File: config.mk
export PLATFORM = sky130hd
export DESIGN_NAME = tlg_row_rule
export DESIGN_NICKNAME = d
export VERILOG_FILES = /design/src/hdl/tlg_pkg.sv /design/src/hdl/tlg_row_rule.sv
export SDC_FILE = /design/constraint.sdc
export NUM_CORES = 1
export LEC_CHECK = 0
export ABC_AREA = 1
export CAP_MARGIN = 20
export CORE_MARGIN = 8
export CORE_UTILIZATION = 59
export DETAILED_ROUTE_END_ITERATION = 8
export DONT_BUFFER_PORTS = 1
export PLACE_DENSITY = 0.86
export SLEW_MARGIN = 20
export SYNTH_ARGS = -nofsm -noshare
export SYNTH_HDL_FRONTEND = slang
export SYNTH_SLANG_ARGS = --single-unit
File: constraint.sdc
create_clock -name vclk -period 11
set_input_delay 2.2 -clock vclk [all_inputs]
set_output_delay 2.2 -clock vclk [all_outputs]
set_load 0.01 [all_outputs]
File: src/hdl/tlg_pkg.sv
`default_nettype none

package tlg_pkg;

    // Widest row the board supports
    localparam int C_MAX_COLS = 64;

    // Width of the reported living count and its ceiling
    localparam int          C_LIV_W      = 13;
    localparam logic [12:0] C_LIVING_MAX = 13'h1FFF;

    // Neighbor counts of the B3/S23 rule
    localparam logic [3:0] C_BIRTH_N   = 4'd3;
    localparam logic [3:0] C_SURVIVE_N = 4'd2;

    // Request function codes; any other code acts as a read
    localparam logic [1:0] C_FUNC_WRITE   = 2'd0;
    localparam logic [1:0] C_FUNC_ADVANCE = 2'd1;
    localparam logic [1:0] C_FUNC_READ    = 2'd2;

    typedef struct packed {
        logic [1:0] func;
        logic [5:0] cell_row;
        logic [5:0] cell_col;
        logic       cell_value;
    } t_req;

    typedef struct packed {
        logic        cell_state;
        logic [31:0] generation_count;
        logic [12:0] living_count;
    } t_rsp;

    // Count set bits of one row through a six-level adder tree
    function automatic logic [6:0] f_popcount64(input logic [63:0] v);
        logic [1:0] s1 [32];
        logic [2:0] s2 [16];
        logic [3:0] s3 [8];
        logic [4:0] s4 [4];
        logic [5:0] s5 [2];
        for (int i = 0; i < 32; i++) begin
            s1[i] = {1'b0, v[2*i]} + {1'b0, v[2*i+1]};
        end
        for (int i = 0; i < 16; i++) begin
            s2[i] = {1'b0, s1[2*i]} + {1'b0, s1[2*i+1]};
        end
        for (int i = 0; i < 8; i++) begin
            s3[i] = {1'b0, s2[2*i]} + {1'b0, s2[2*i+1]};
        end
        for (int i = 0; i < 4; i++) begin
            s4[i] = {1'b0, s3[2*i]} + {1'b0, s3[2*i+1]};
        end
        for (int i = 0; i < 2; i++) begin
            s5[i] = {1'b0, s4[2*i]} + {1'b0, s4[2*i+1]};
        end
        return {1'b0, s5[0]} + {1'b0, s5[1]};
    endfunction

endpackage

`default_nettype wire

File: src/hdl/tlg_row_rule.sv
`default_nettype none

module tlg_row_rule
    import tlg_pkg::*;
#(
    parameter int COLS = 64
) (
    input  wire logic [COLS-1:0] i_up,
    input  wire logic [COLS-1:0] i_cur,
    input  wire logic [COLS-1:0] i_dn,
    output logic      [COLS-1:0] o_next
);

    // Apply B3/S23 to every column, wrapping left and right edges
    for (genvar c = 0; c < COLS; c++) begin : g_col
        localparam int LF = (c == 0) ? COLS - 1 : c - 1;
        localparam int RT = (c == COLS - 1) ? 0 : c + 1;
        logic [3:0] w_n;

        assign w_n = {3'b0, i_up[LF]} + {3'b0, i_up[c]} + {3'b0, i_up[RT]}
                   + {3'b0, i_cur[LF]} + {3'b0, i_cur[RT]}
                   + {3'b0, i_dn[LF]} + {3'b0, i_dn[c]} + {3'b0, i_dn[RT]};
        assign o_next[c] = (w_n == C_BIRTH_N) || (i_cur[c] && (w_n == C_SURVIVE_N));
    end

endmodule

`default_nettype wire

==> results.cfg <==
[global_route]
grt_overflow = 0
grt_antenna_before_repair = 0
grt_usage_pct = 20.6
grt_max_degree = 4
busiest_layer = met2
grt_pass1_vias = 9629
grt_pass1_wl_mm = 42.1
grt_use_met1_pct = 21.8
grtUsageMet3_pct = 5.85
use_met2_pct = 39.8

[die]
row_count = 51
design.core.area_um2 = 19400
die_width_um = 156
die_height_um = 156
dieArea_um2 = 24400
start_util_pct = 59.8
io_pins = 256

[logic_synthesis]
ys_seq_area_share_pct = 0
syn_nets = 2111
ys_types = 6
mappedNetlistArea_um2 = 11600
synth_area_per_cell_um2 = 7.89
synth_warnings = 0
syn_inst = 1471

[timing]
slew_violations = 0
fin_tns_setup_ns = 0
finalCriticalPeriod_ns = 7.13
hold_violations = 0
setup_ws_ns = 3.87
slew_headroom_pct = 70.5
period_share_pct = 64.8
setup_viol = 0
grt_setup_unrepaired = false
fmax_ghz = 0.140
tightest_slew_ns = 0.444

[drt]
drc_errors = 0
vias = 8492
drt-pass1-iter-count = 7
finalWirelength_mm = 24.3
routed_via_density = 4.89
wire_per_inst_um = 14.0
antenna_left = 0
initialDrtViolationCount = 320

[final_layout]
drive_gt1_share_pct = 0
clkbuf_count = 0
n_sequential_cell = 0
area_growth_pct = 2.86
final_core_util_pct = 61.5
regArea_um2 = 0
finalNetCount = 2113
n_antenna_cell = 0

[job]
cap_violations = 0

[clocking]
cts_setup_buffers = 0
cts_hold_buf = 0
postCtsResizedCells = 0

[critical_path]
crit_arrival_ns = 4.93
worstSetupPathType = in -> out
cp_max_fo = 3
required_ns = 8.80
crit_chain = inv_1 > fa_1 > fa_1 > fa_1 > inv_1 > ha_1 > fa_1 > nand3_1 > a21oi_1
cp_top_family = adder cells
start_kind = primary input
crit_top_cell = fa_1
worst-path-buf-inv = 2
crit_path_top_delay_cell = fa_1
worstSetupEndpointType = primary output
slowest_delay_ns = 0.50
crit_path_start = i_cur[33]

[power_and_ir_drop]
cellLeakagePower_nw = 7.23
ir_worst_vdd_v = 0.0000662
power_density_nw_per_um2 = 100

[hold_path]
hold_path_class = in -> out
worstHoldStart = i_cur[8]

[placed_design]
gp_congestion = 0.897
post-dp-hpwl_mm = 23.9
portBuffers = 0
place_ws_ns = 3.81

[run_status]
status = complete, no violations
worst min-delay path: stages:
cell,delay [ns]
inv_1,0.11
nand2_1,0.07
nand3_1,0.06
a21oi_1,0.07
power by group:
part	internal [mW]	total [mW]	switching (mW)
clock network	0	0	0
registers	0	0	0
logic	0.481	1.19	0.713
cells by family (layout without fill, tap and decap cells):
group | count (synthesis) | in the layout | synth area share, %
and+or+nand+nor | 320 | 320 | 11.7
adders and majority gates | 448 | 448 | 64.8
buffers and inverters | 639 | 639 | 20.7
AOI/OAI and AO/OA | 64 | 64 | 2.76
layout make-up:
type                       instances  area [µm²]
tap                              265         332
inverter                         639        2400
multi-input combinational        832        9210
fill                            1588        7460
synthesized netlist by cell type:
| cell type | instances | area, µm² |
|---|---|---|
| a21oi_1 | 64 | 320 |
| fa_1 | 256 | 5120 |
| ha_1 | 192 | 2400 |
| inv_1 | 639 | 2400 |
| nand2_1 | 192 | 721 |
| nand3_1 | 128 | 641 |
metal layers:
metal | wire (µm) | share of wire, %
met1 | 8760 | 36
met2 | 12800 | 53
met3 | 2210 | 9.1
met4 | 488 | 2.0
met5 | 0 | 0
final timing paths:
| check | to | cells past startpoint |
|---|---|---|
| max | o_next[34] | 9 |
| min | o_next[8] | 4 |
per-stage QoR:
step	instances	cell area (µm²)	power (mW)	hold slack (ns)
2_1_floorplan	1471	11600	0.937	4.65
3_3_place_gp	1736	11900	1.11	4.70
3_5_place_dp	1736	11900	1.20	4.71
4_1_cts	1736	11900	1.21	4.71
5_1_grt	1736	11900	1.41	4.74
6_report	1736	11900	1.19	4.70
layout by cell type (no fill, tap or decap):
cell / count
nand2_1: 192
ha_1: 192
a21oi_1: 64
nand3_1: 128
inv_1: 639
fa_1: 256
Power figures use the tool's default switching activity.
