[src/hdl/tlg_pkg.sv]
`default_nettype none

package tlg_pkg;

    // Widest row the board supports
    localparam int C_MAX_COLS = 64;

    // Width of the reported living count and its ceiling
    localparam int          C_LIV_W      = 13;
    localparam logic [12:0] C_LIVING_MAX = 13'h1FFF;

    // Neighbor counts of the B3/S23 rule
    localparam logic [3:0] C_BIRTH_N   = 4'd3;
    localparam logic [3:0] C_SURVIVE_N = 4'd2;

    // Request function codes; any other code acts as a read
    localparam logic [1:0] C_FUNC_WRITE   = 2'd0;
    localparam logic [1:0] C_FUNC_ADVANCE = 2'd1;
    localparam logic [1:0] C_FUNC_READ    = 2'd2;

    typedef struct packed {
        logic [1:0] func;
        logic [5:0] cell_row;
        logic [5:0] cell_col;
        logic       cell_value;
    } t_req;

    typedef struct packed {
        logic        cell_state;
        logic [31:0] generation_count;
        logic [12:0] living_count;
    } t_rsp;

    // Count set bits of one row through a six-level adder tree
    function automatic logic [6:0] f_popcount64(input logic [63:0] v);
        logic [1:0] s1 [32];
        logic [2:0] s2 [16];
        logic [3:0] s3 [8];
        logic [4:0] s4 [4];
        logic [5:0] s5 [2];
        for (int i = 0; i < 32; i++) begin
            s1[i] = {1'b0, v[2*i]} + {1'b0, v[2*i+1]};
        end
        for (int i = 0; i < 16; i++) begin
            s2[i] = {1'b0, s1[2*i]} + {1'b0, s1[2*i+1]};
        end
        for (int i = 0; i < 8; i++) begin
            s3[i] = {1'b0, s2[2*i]} + {1'b0, s2[2*i+1]};
        end
        for (int i = 0; i < 4; i++) begin
            s4[i] = {1'b0, s3[2*i]} + {1'b0, s3[2*i+1]};
        end
        for (int i = 0; i < 2; i++) begin
            s5[i] = {1'b0, s4[2*i]} + {1'b0, s4[2*i+1]};
        end
        return {1'b0, s5[0]} + {1'b0, s5[1]};
    endfunction

endpackage

`default_nettype wire

[src/hdl/tlg_row_cell.sv]
`default_nettype none

module tlg_row_cell
    import tlg_pkg::*;
#(
    parameter int COLS = 64
) (
    input  wire logic            i_clk,
    input  wire logic            i_rst_n,
    input  wire logic            i_shift,
    input  wire logic [COLS-1:0] i_row,
    output logic      [COLS-1:0] o_row
);

    logic [COLS-1:0] r_row;

    // Clear at reset; take the neighbor's row on each shift
    always_ff @(posedge i_clk) begin
        if (!i_rst_n) begin
            r_row <= '0;
        end else if (i_shift) begin
            r_row <= i_row;
        end
    end

    assign o_row = r_row;

endmodule

`default_nettype wire

[config.mk]
export PLATFORM = sky130hd
export DESIGN_NAME = tlg_row_cell
export DESIGN_NICKNAME = d
export VERILOG_FILES = /design/src/hdl/tlg_pkg.sv /design/src/hdl/tlg_row_cell.sv
export SDC_FILE = /design/constraint.sdc
export NUM_CORES = 1
export LEC_CHECK = 0
export ABC_AREA = 1
export CORE_MARGIN = 2
export CORE_UTILIZATION = 24
export CTS_BUF_LIST = sky130_fd_sc_hd__clkbuf_4 sky130_fd_sc_hd__clkbuf_8
export CTS_CLUSTER_SIZE = 25
export DETAILED_ROUTE_END_ITERATION = 16
export DONT_BUFFER_PORTS = 1
export GPL_ROUTABILITY_DRIVEN = 0
export GPL_TIMING_DRIVEN = 0
export SLEW_MARGIN = 15
export SYNTH_ARGS = -nofsm -noshare
export SYNTH_HDL_FRONTEND = slang
export SYNTH_SLANG_ARGS = --single-unit
[constraint.sdc]
create_clock -name i_clk -period 0.8 [get_ports i_clk]
set_input_delay 0.16 -clock i_clk [delete_from_list [all_inputs] [get_ports i_clk]]
set_output_delay 0.16 -clock i_clk [all_outputs]
set_load 0.02 [all_outputs]
==> metrics.txt, run 1 <==
share of the clock period used by the worst path 1.10; largest area contributor in the netlist sky130_fd_sc_hd__dfxtp_1; start-to-end type of the worst setup path reg -> out; Top-Level Pins 131; overall via count from detail_route 2431; share of the yosys chip area belonging to registers 0.480; total routing usage reported by global routing 0.121; Max IR drop VDD 0.000714 V; Net count, final 538; basic-gate share of the synthesized area counting and, or, nand and nor cells 0.360; switching power total 2.03 mW; Iteration-0 DRC Markers 123; critical path peak fanout 2; Setup Skew 0 ns; synth warn 0; Synth Area in Compound Gates 0; number of nets with antenna violations after routing 0; die span in y 109 um; worst path setup slack after routing -0.0823 ns; Clk pin slew, worst setup/hold paths 0.07 ns; worst-case headroom to the max-slew limit 0.870; switching share of power 0.279; Detail Route met3 WL 529 um; number of buffers inserted during clock tree synthesis 9; Die X-Extent 109 um; First-pass DRT Iterations 4; number of flip-flops in the largest register 64; combinational family with the most area after synthesis simple AND/OR/NAND/NOR gates; post-synthesis cell type count 7; detailed-route DRC error count 0; count of mapped cells out of synthesis 405; kind of end point of the critical path primary output; Setup crit start kind flop; total routed wire length on the met1 layer 2870 um; Final Max Slew Viols 0; total nets after synthesis 472; number of hold-slack violations in the final timing report 0; buffer count from post-CTS setup fixing 0; share of the synthesized area in the top cell type 0.480; outcome finished, violations left; Post-Layout Cell Count 614; count of standard-cell rows 38; cell types occupying the most area after synthesis sky130_fd_sc_hd__dfxtp_1, sky130_fd_sc_hd__nand2_1, sky130_fd_sc_hd__nor2_1; share of power burned in the clock network 0.354; instance count after placement with tap cells included 545; number of sinks on the clock net 64; root buf cell sky130_fd_sc_hd__clkbuf_8; fmax 1130 MHz; minimum clock period 0.882 ns; top routing layer used met4; area growth from synthesis to layout 42.9%; total die area 0.0120 mm2; leakage power total 1.94 nW; wire length of the first global-routing pass 10900 um; minimum setup slack after placement -0.0529 ns; amount of wire on met2 after detailed routing 3700 um; violations in the final reports negative setup slack; Initial Utilization 0.246; xor and xnor area share after synthesis 0; fraction of layout cells with a size suffix above 1 0.209; Ant. Diodes 0; mean post-synth cell area 6.59 um2; sequential group share of total power 0.523; cell-internal power 5.24 mW; clock tree from TritonCTS yes; setup repair after global routing missed its margin true; total congestion overflow after global routing 0; largest net degree at the start of global routing 11; Clock H-tree levels 3; maximum clock insertion buffer count 2; number of antenna violations at the first check in global routing 0; arrival time of data at the critical path endpoint 0.72 ns; Routed wire per std cell 11.7 um; commonest cells after routing, fill and taps aside sky130_fd_sc_hd__nor2_1, sky130_fd_sc_hd__nand2_1, sky130_fd_sc_hd__inv_1, sky130_fd_sc_hd__dfxtp_4, sky130_fd_sc_hd__dlygate4sd3_1; latest clock arrival within the worst-skew pair 0.33 ns; critical path data required time 0.64 ns; via-per-instance ratio 3.96; Post-DP HPWL 4730 um; number of I/O port buffers 0; flop and latch count out of synthesis 64; vias in the first global route 2359; core area 0.0108 mm2; Total Wirelength 7200 um; arithmetic-cell share of the synthesized area counting full adders, half adders and majority gates 0; transition time at the pin with the least slew margin 0.195 ns; part of the total power dissipated in combinational logic 0.123; multiplexer fraction of the synthesized cell area 0; cell area power density 1900 mW/mm2; worst min path class in -> reg; final setup violating endpoints 64; total standard cell area after synthesis 0.00267 mm2; max-cap violation count 0
==> through the flow <==
step | hold WS (ns) | TNS [ns] | power, mW | util | cell area (um2)
6_report | 0.0237 | -4.76 | 7.26 | 0.352 | 3820
5_1_grt | 0.0165 | -7.54 | 7.72 | 0.352 | 3820
4_1_cts | 0.000342 | -6.88 | 7.38 | 0.352 | 3820
3_5_place_dp | 0.356 | -0.885 | 4.60 | 0.262 | 2850
3_3_place_gp | 0.354 | -0.102 | 4.57 | 0.262 | 2850
2_1_floorplan | 0.348 | 0 | 4.42 | - | 2670
==> Yosys cell counts, drive strengths merged <==
cell type	n
nand2	128
inv	64
dfxtp	64
buf	21
nor2	128
==> layout make-up <==
class                           instances  area, um2
Tap cell                              140        175
Sequential cell                        64       1520
Multi-Input combinational cell        256        961
Buffer                                 21        188
Timing Repair Buffer                   55        551
Fill cell                            1093       7020
Inverter                               64        240
Clock buffer                           14        180
==> worst min-delay path, stage by stage <==
cell	delay, ns
sky130_fd_sc_hd__inv_1	0.04
sky130_fd_sc_hd__nand2_1	0.04
sky130_fd_sc_hd__nand2_1	0.05
sky130_fd_sc_hd__nor2_1	0.03
==> power by group through the flow <==
| stage | Clock (mW) | Combinational, mW | Sequential (mW) |
|---|---|---|---|
| global placement | 0 | 0.658 | 3.91 |
| detailed placement | 0 | 0.684 | 3.92 |
| finish | 2.57 | 0.894 | 3.80 |
| floorplan | 0 | 0.558 | 3.86 |
| global route | 2.86 | 1.03 | 3.83 |
| CTS | 2.69 | 0.893 | 3.80 |
==> cell families (layout without fill, tap and decap cells) <==
| group | count (synthesis) | in the layout |
|---|---|---|
| flip-flops | 64 | 64 |
| AND/OR/NAND/NOR | 256 | 256 |
| buffers and inverters | 85 | 154 |
==> metal layers <==
| metal | vias up | GRT usage |
|---|---|---|
| li1 | 1275 | - |
| met1 | 1064 | 0.120 |
| met2 | 80 | 0.224 |
| met3 | 12 | 0.0439 |
| met4 | 0 | 0.0542 |
| met5 | - | 0 |
==> worst paths after layout <==
kind / from / end / slack [ns] / cells past startpoint
setup reg to reg: o_row[33] / o_row[33] / 0.15 / 2
hold / removal: i_row[22] / o_row[22] / 0.02 / 4
hold reg to reg: o_row[50] / o_row[50] / 0.52 / 2
setup / recovery: o_row[44] / o_row[44] / -0.08 / 0
==> what timing repair did <==
| action | in CTS | in global routing |
|---|---|---|
| setup endpoints to repair | 64 | 64 |
| resized for setup | 128 | 0 |
| hold buffers | 55 | 0 |
| endpoints found under the hold margin | 55 | 0 |
| cloned | 0 | 0 |
Note: power is estimated with default switching activity, not from simulation.
==> inputs of run 2 (changes only) <==
Settings changed: CELL_PAD_IN_SITES_DETAIL_PLACEMENT set to 1, CELL_PAD_IN_SITES_GLOBAL_PLACEMENT set to 2, PLACE_DENSITY_LB_ADDON set to 0.1.
==> run 2 against run 1 <==
Global-route usage increased by 1.2 points. Largest cell class unchanged. Clock skew unchanged. Sequential cell count unchanged. Fmax decreased by 0.87%. Routed wire length increased by 8.6%. Sequential power about the same. The flow still finishes with violations (negative setup slack). Worst hold slack got worse by 0.0057 ns. Utilization increased by 0.46 points. Clock power increased by 2%. Highest routed layer unchanged. Critical path depth unchanged.
==> metrics.txt, run 2 (same netlist as run 1, synthesis figures left out) <==
vias in the first global route 2456 (+4.1%); cell area power density 1900 mW/mm2 (-0.20%); total congestion overflow after global routing 0 (unchanged); number of cells traversed by the worst hold path 4 (unchanged); critical path peak fanout 2 (unchanged); Max IR drop VDD 0.000718 V (+0.46%); max-cap violation count 0 (unchanged); Setup Skew 0 ns (unchanged); sequential group share of total power 0.518 (-0.005); total die area 0.0120 mm2 (unchanged); area growth from synthesis to layout 44.8%; worst min path class in -> reg; end of the worst hold path o_row[54]; Worst Hold Launch i_row[54]; Iteration-0 DRC Markers 60 (-51%); fmax 1120 MHz (-0.87%); violations in the final reports negative setup slack; minimum clock period 0.890 ns (+0.00774 ns); First-pass DRT Iterations 4 (unchanged); commonest cells after routing, fill and taps aside sky130_fd_sc_hd__nor2_1, sky130_fd_sc_hd__nand2_1, sky130_fd_sc_hd__inv_1, sky130_fd_sc_hd__dfxtp_4, sky130_fd_sc_hd__dlygate4sd3_1; switching share of power 0.285 (+0.00577); capture point of the worst reg-to-reg path o_row[56]; latest clock arrival within the worst-skew pair 0.34 ns (about the same); final setup violating endpoints 64 (unchanged); number of hold-slack violations in the final timing report 0 (unchanged); total routing usage reported by global routing 0.133 (+0.0124); transition time at the pin with the least slew margin 0.204 ns (+0.00912 ns); number of antenna violations at the first check in global routing 0 (unchanged); Total Wirelength 7820 um (+8.6%); number of buffers inserted during clock tree synthesis 9 (unchanged); die span in y 109 um (unchanged); reg-to-reg startpoint o_row[56]; wire length of the first global-routing pass 12200 um (+12%); share of power burned in the clock network 0.358 (+0.004); critical path data required time 0.64 ns (about the same); largest net degree at the start of global routing 11 (unchanged); fraction of layout cells with a size suffix above 1 0.207 (-0.00218); kind of end point of the critical path primary output; post-route cell area 0.00387 mm2 (+1.3%); worst-case headroom to the max-slew limit 0.864 (-0.00608); internal reg-to-reg setup slack 0.15 ns (about the same); number of nets with antenna violations after routing 0 (unchanged); worst path setup slack after routing -0.0900 ns (-0.00774 ns); root buf cell sky130_fd_sc_hd__clkbuf_8; Ant. Diodes 0 (unchanged); clock tree from TritonCTS yes; core area 0.0108 mm2 (unchanged); switching power total 2.09 mW (+3.2%); Routed wire per std cell 12.6 um (+7.7%); Top-Level Pins 131 (unchanged); number of flip-flops in the largest register 64 (unchanged); Net count, final 543 (+0.93%); start-to-end type of the worst setup path reg -> out; maximum clock insertion buffer count 2 (unchanged); Post-Layout Cell Count 619 (+0.81%); Setup crit start kind flop; instance count after placement with tap cells included 545 (unchanged); DP Area 0.00285 mm2 (unchanged); Die X-Extent 109 um (unchanged); arrival time of data at the critical path endpoint 0.73 ns (about the same); Clk pin slew, worst setup/hold paths 0.07 ns (about the same); outcome finished, violations left; depth of the worst register-to-register path 2 (unchanged); count of standard-cell rows 38 (unchanged); final total power 7.35 mW (+1.1%); detailed-route DRC error count 0 (unchanged); fillcell total 1331 (+22%); number of I/O port buffers 0 (unchanged); critical path depth 0 (unchanged); setup repair after global routing missed its margin true; part of the total power dissipated in combinational logic 0.125 (+0.002); buffer count from post-CTS setup fixing 0 (unchanged); Initial Utilization 0.246 (unchanged); Post-DP HPWL 5120 um (+8.3%); number of sinks on the clock net 64 (unchanged); overall via count from detail_route 2427 (-0.16%); Final Max Slew Viols 0 (unchanged); cell-internal power 5.25 mW (+0.30%); share of the clock period used by the worst path 1.11 (+0.00967); via-per-instance ratio 3.92 (-0.97%); leakage power total 1.96 nW (+1.1%); Clock H-tree levels 3 (unchanged)
-- run 2: changes by cell type in the layout (fill, tap and decap cells not counted) --
cell,delta
sky130_fd_sc_hd__dlygate4sd3_1,+5
-- run 2: worst max path at each step --
stage	to	slack (ns)	from
3_3_place_gp	o_row[16]	-0.01	i_rst_n
6_report	o_row[57]	-0.09	o_row[57]
2_1_floorplan	o_row[26]	0.11	i_shift
4_1_cts	o_row[19]	-0.13	o_row[19]
5_1_grt	o_row[19]	-0.12	o_row[19]
3_5_place_dp	o_row[60]	-0.04	i_rst_n
-- run 2: worst min-delay path, cell delays in order --
cell and delay, ns:
sky130_fd_sc_hd__inv_1 0.04, sky130_fd_sc_hd__nand2_1 0.05, sky130_fd_sc_hd__nand2_1 0.05, sky130_fd_sc_hd__nor2_1 0.03
-- run 2: per-stage QoR --
step | hold WS [ns] | TNS, ns | setup slack [ns] | util
3_3_place_gp | 0.353 | -0.122 | -0.0111 | 0.262
2_1_floorplan | 0.348 | 0 | 0.113 | -
6_report | 0.0180 | -5.16 | -0.0900 | 0.357
4_1_cts | 0.000669 | -6.92 | -0.126 | 0.357
3_5_place_dp | 0.360 | -1.13 | -0.0359 | 0.262
5_1_grt | 0.0267 | -7.26 | -0.123 | 0.357
-- run 2: power groups by stage --
stage | Combinational (mW) | Clock (mW) | Sequential [mW]
after floorplan | 0.558 | 0 | 3.86
after global placement | 0.673 | 0 | 3.92
after detailed placement | 0.697 | 0 | 3.92
after CTS | 0.933 | 2.78 | 3.81
after global routing | 1.07 | 2.91 | 3.84
final | 0.917 | 2.63 | 3.80
-- run 2: area by class of cell --
type,count,area (um2),share of cell area
inverters,64,240,0.0621
flip-flops and latches,64,1520,0.394
multi-input cells,256,961,0.249
repair buffers,60,601,0.155
well taps,140,175,0.0453
clock buffers,14,180,0.0466
plain buffers,21,188,0.0485
-- run 2: per-layer routing --
layer	routed length [um]	vias to the layer above	global-route usage
met4	151	0	0.0651
met1	3440	1054	0.157
met5	0	-	0
met3	632	11	0.0445
li1	-	1286	-
met2	3590	76	0.217
-- run 2: what timing repair did --
item / 4_1_cts / 5_1_grt
resized for setup: 128 / 0
endpoints found under the setup margin: 64 / 64
hold buffers: 60 / 0
hold endpoints to repair: 60 / 0
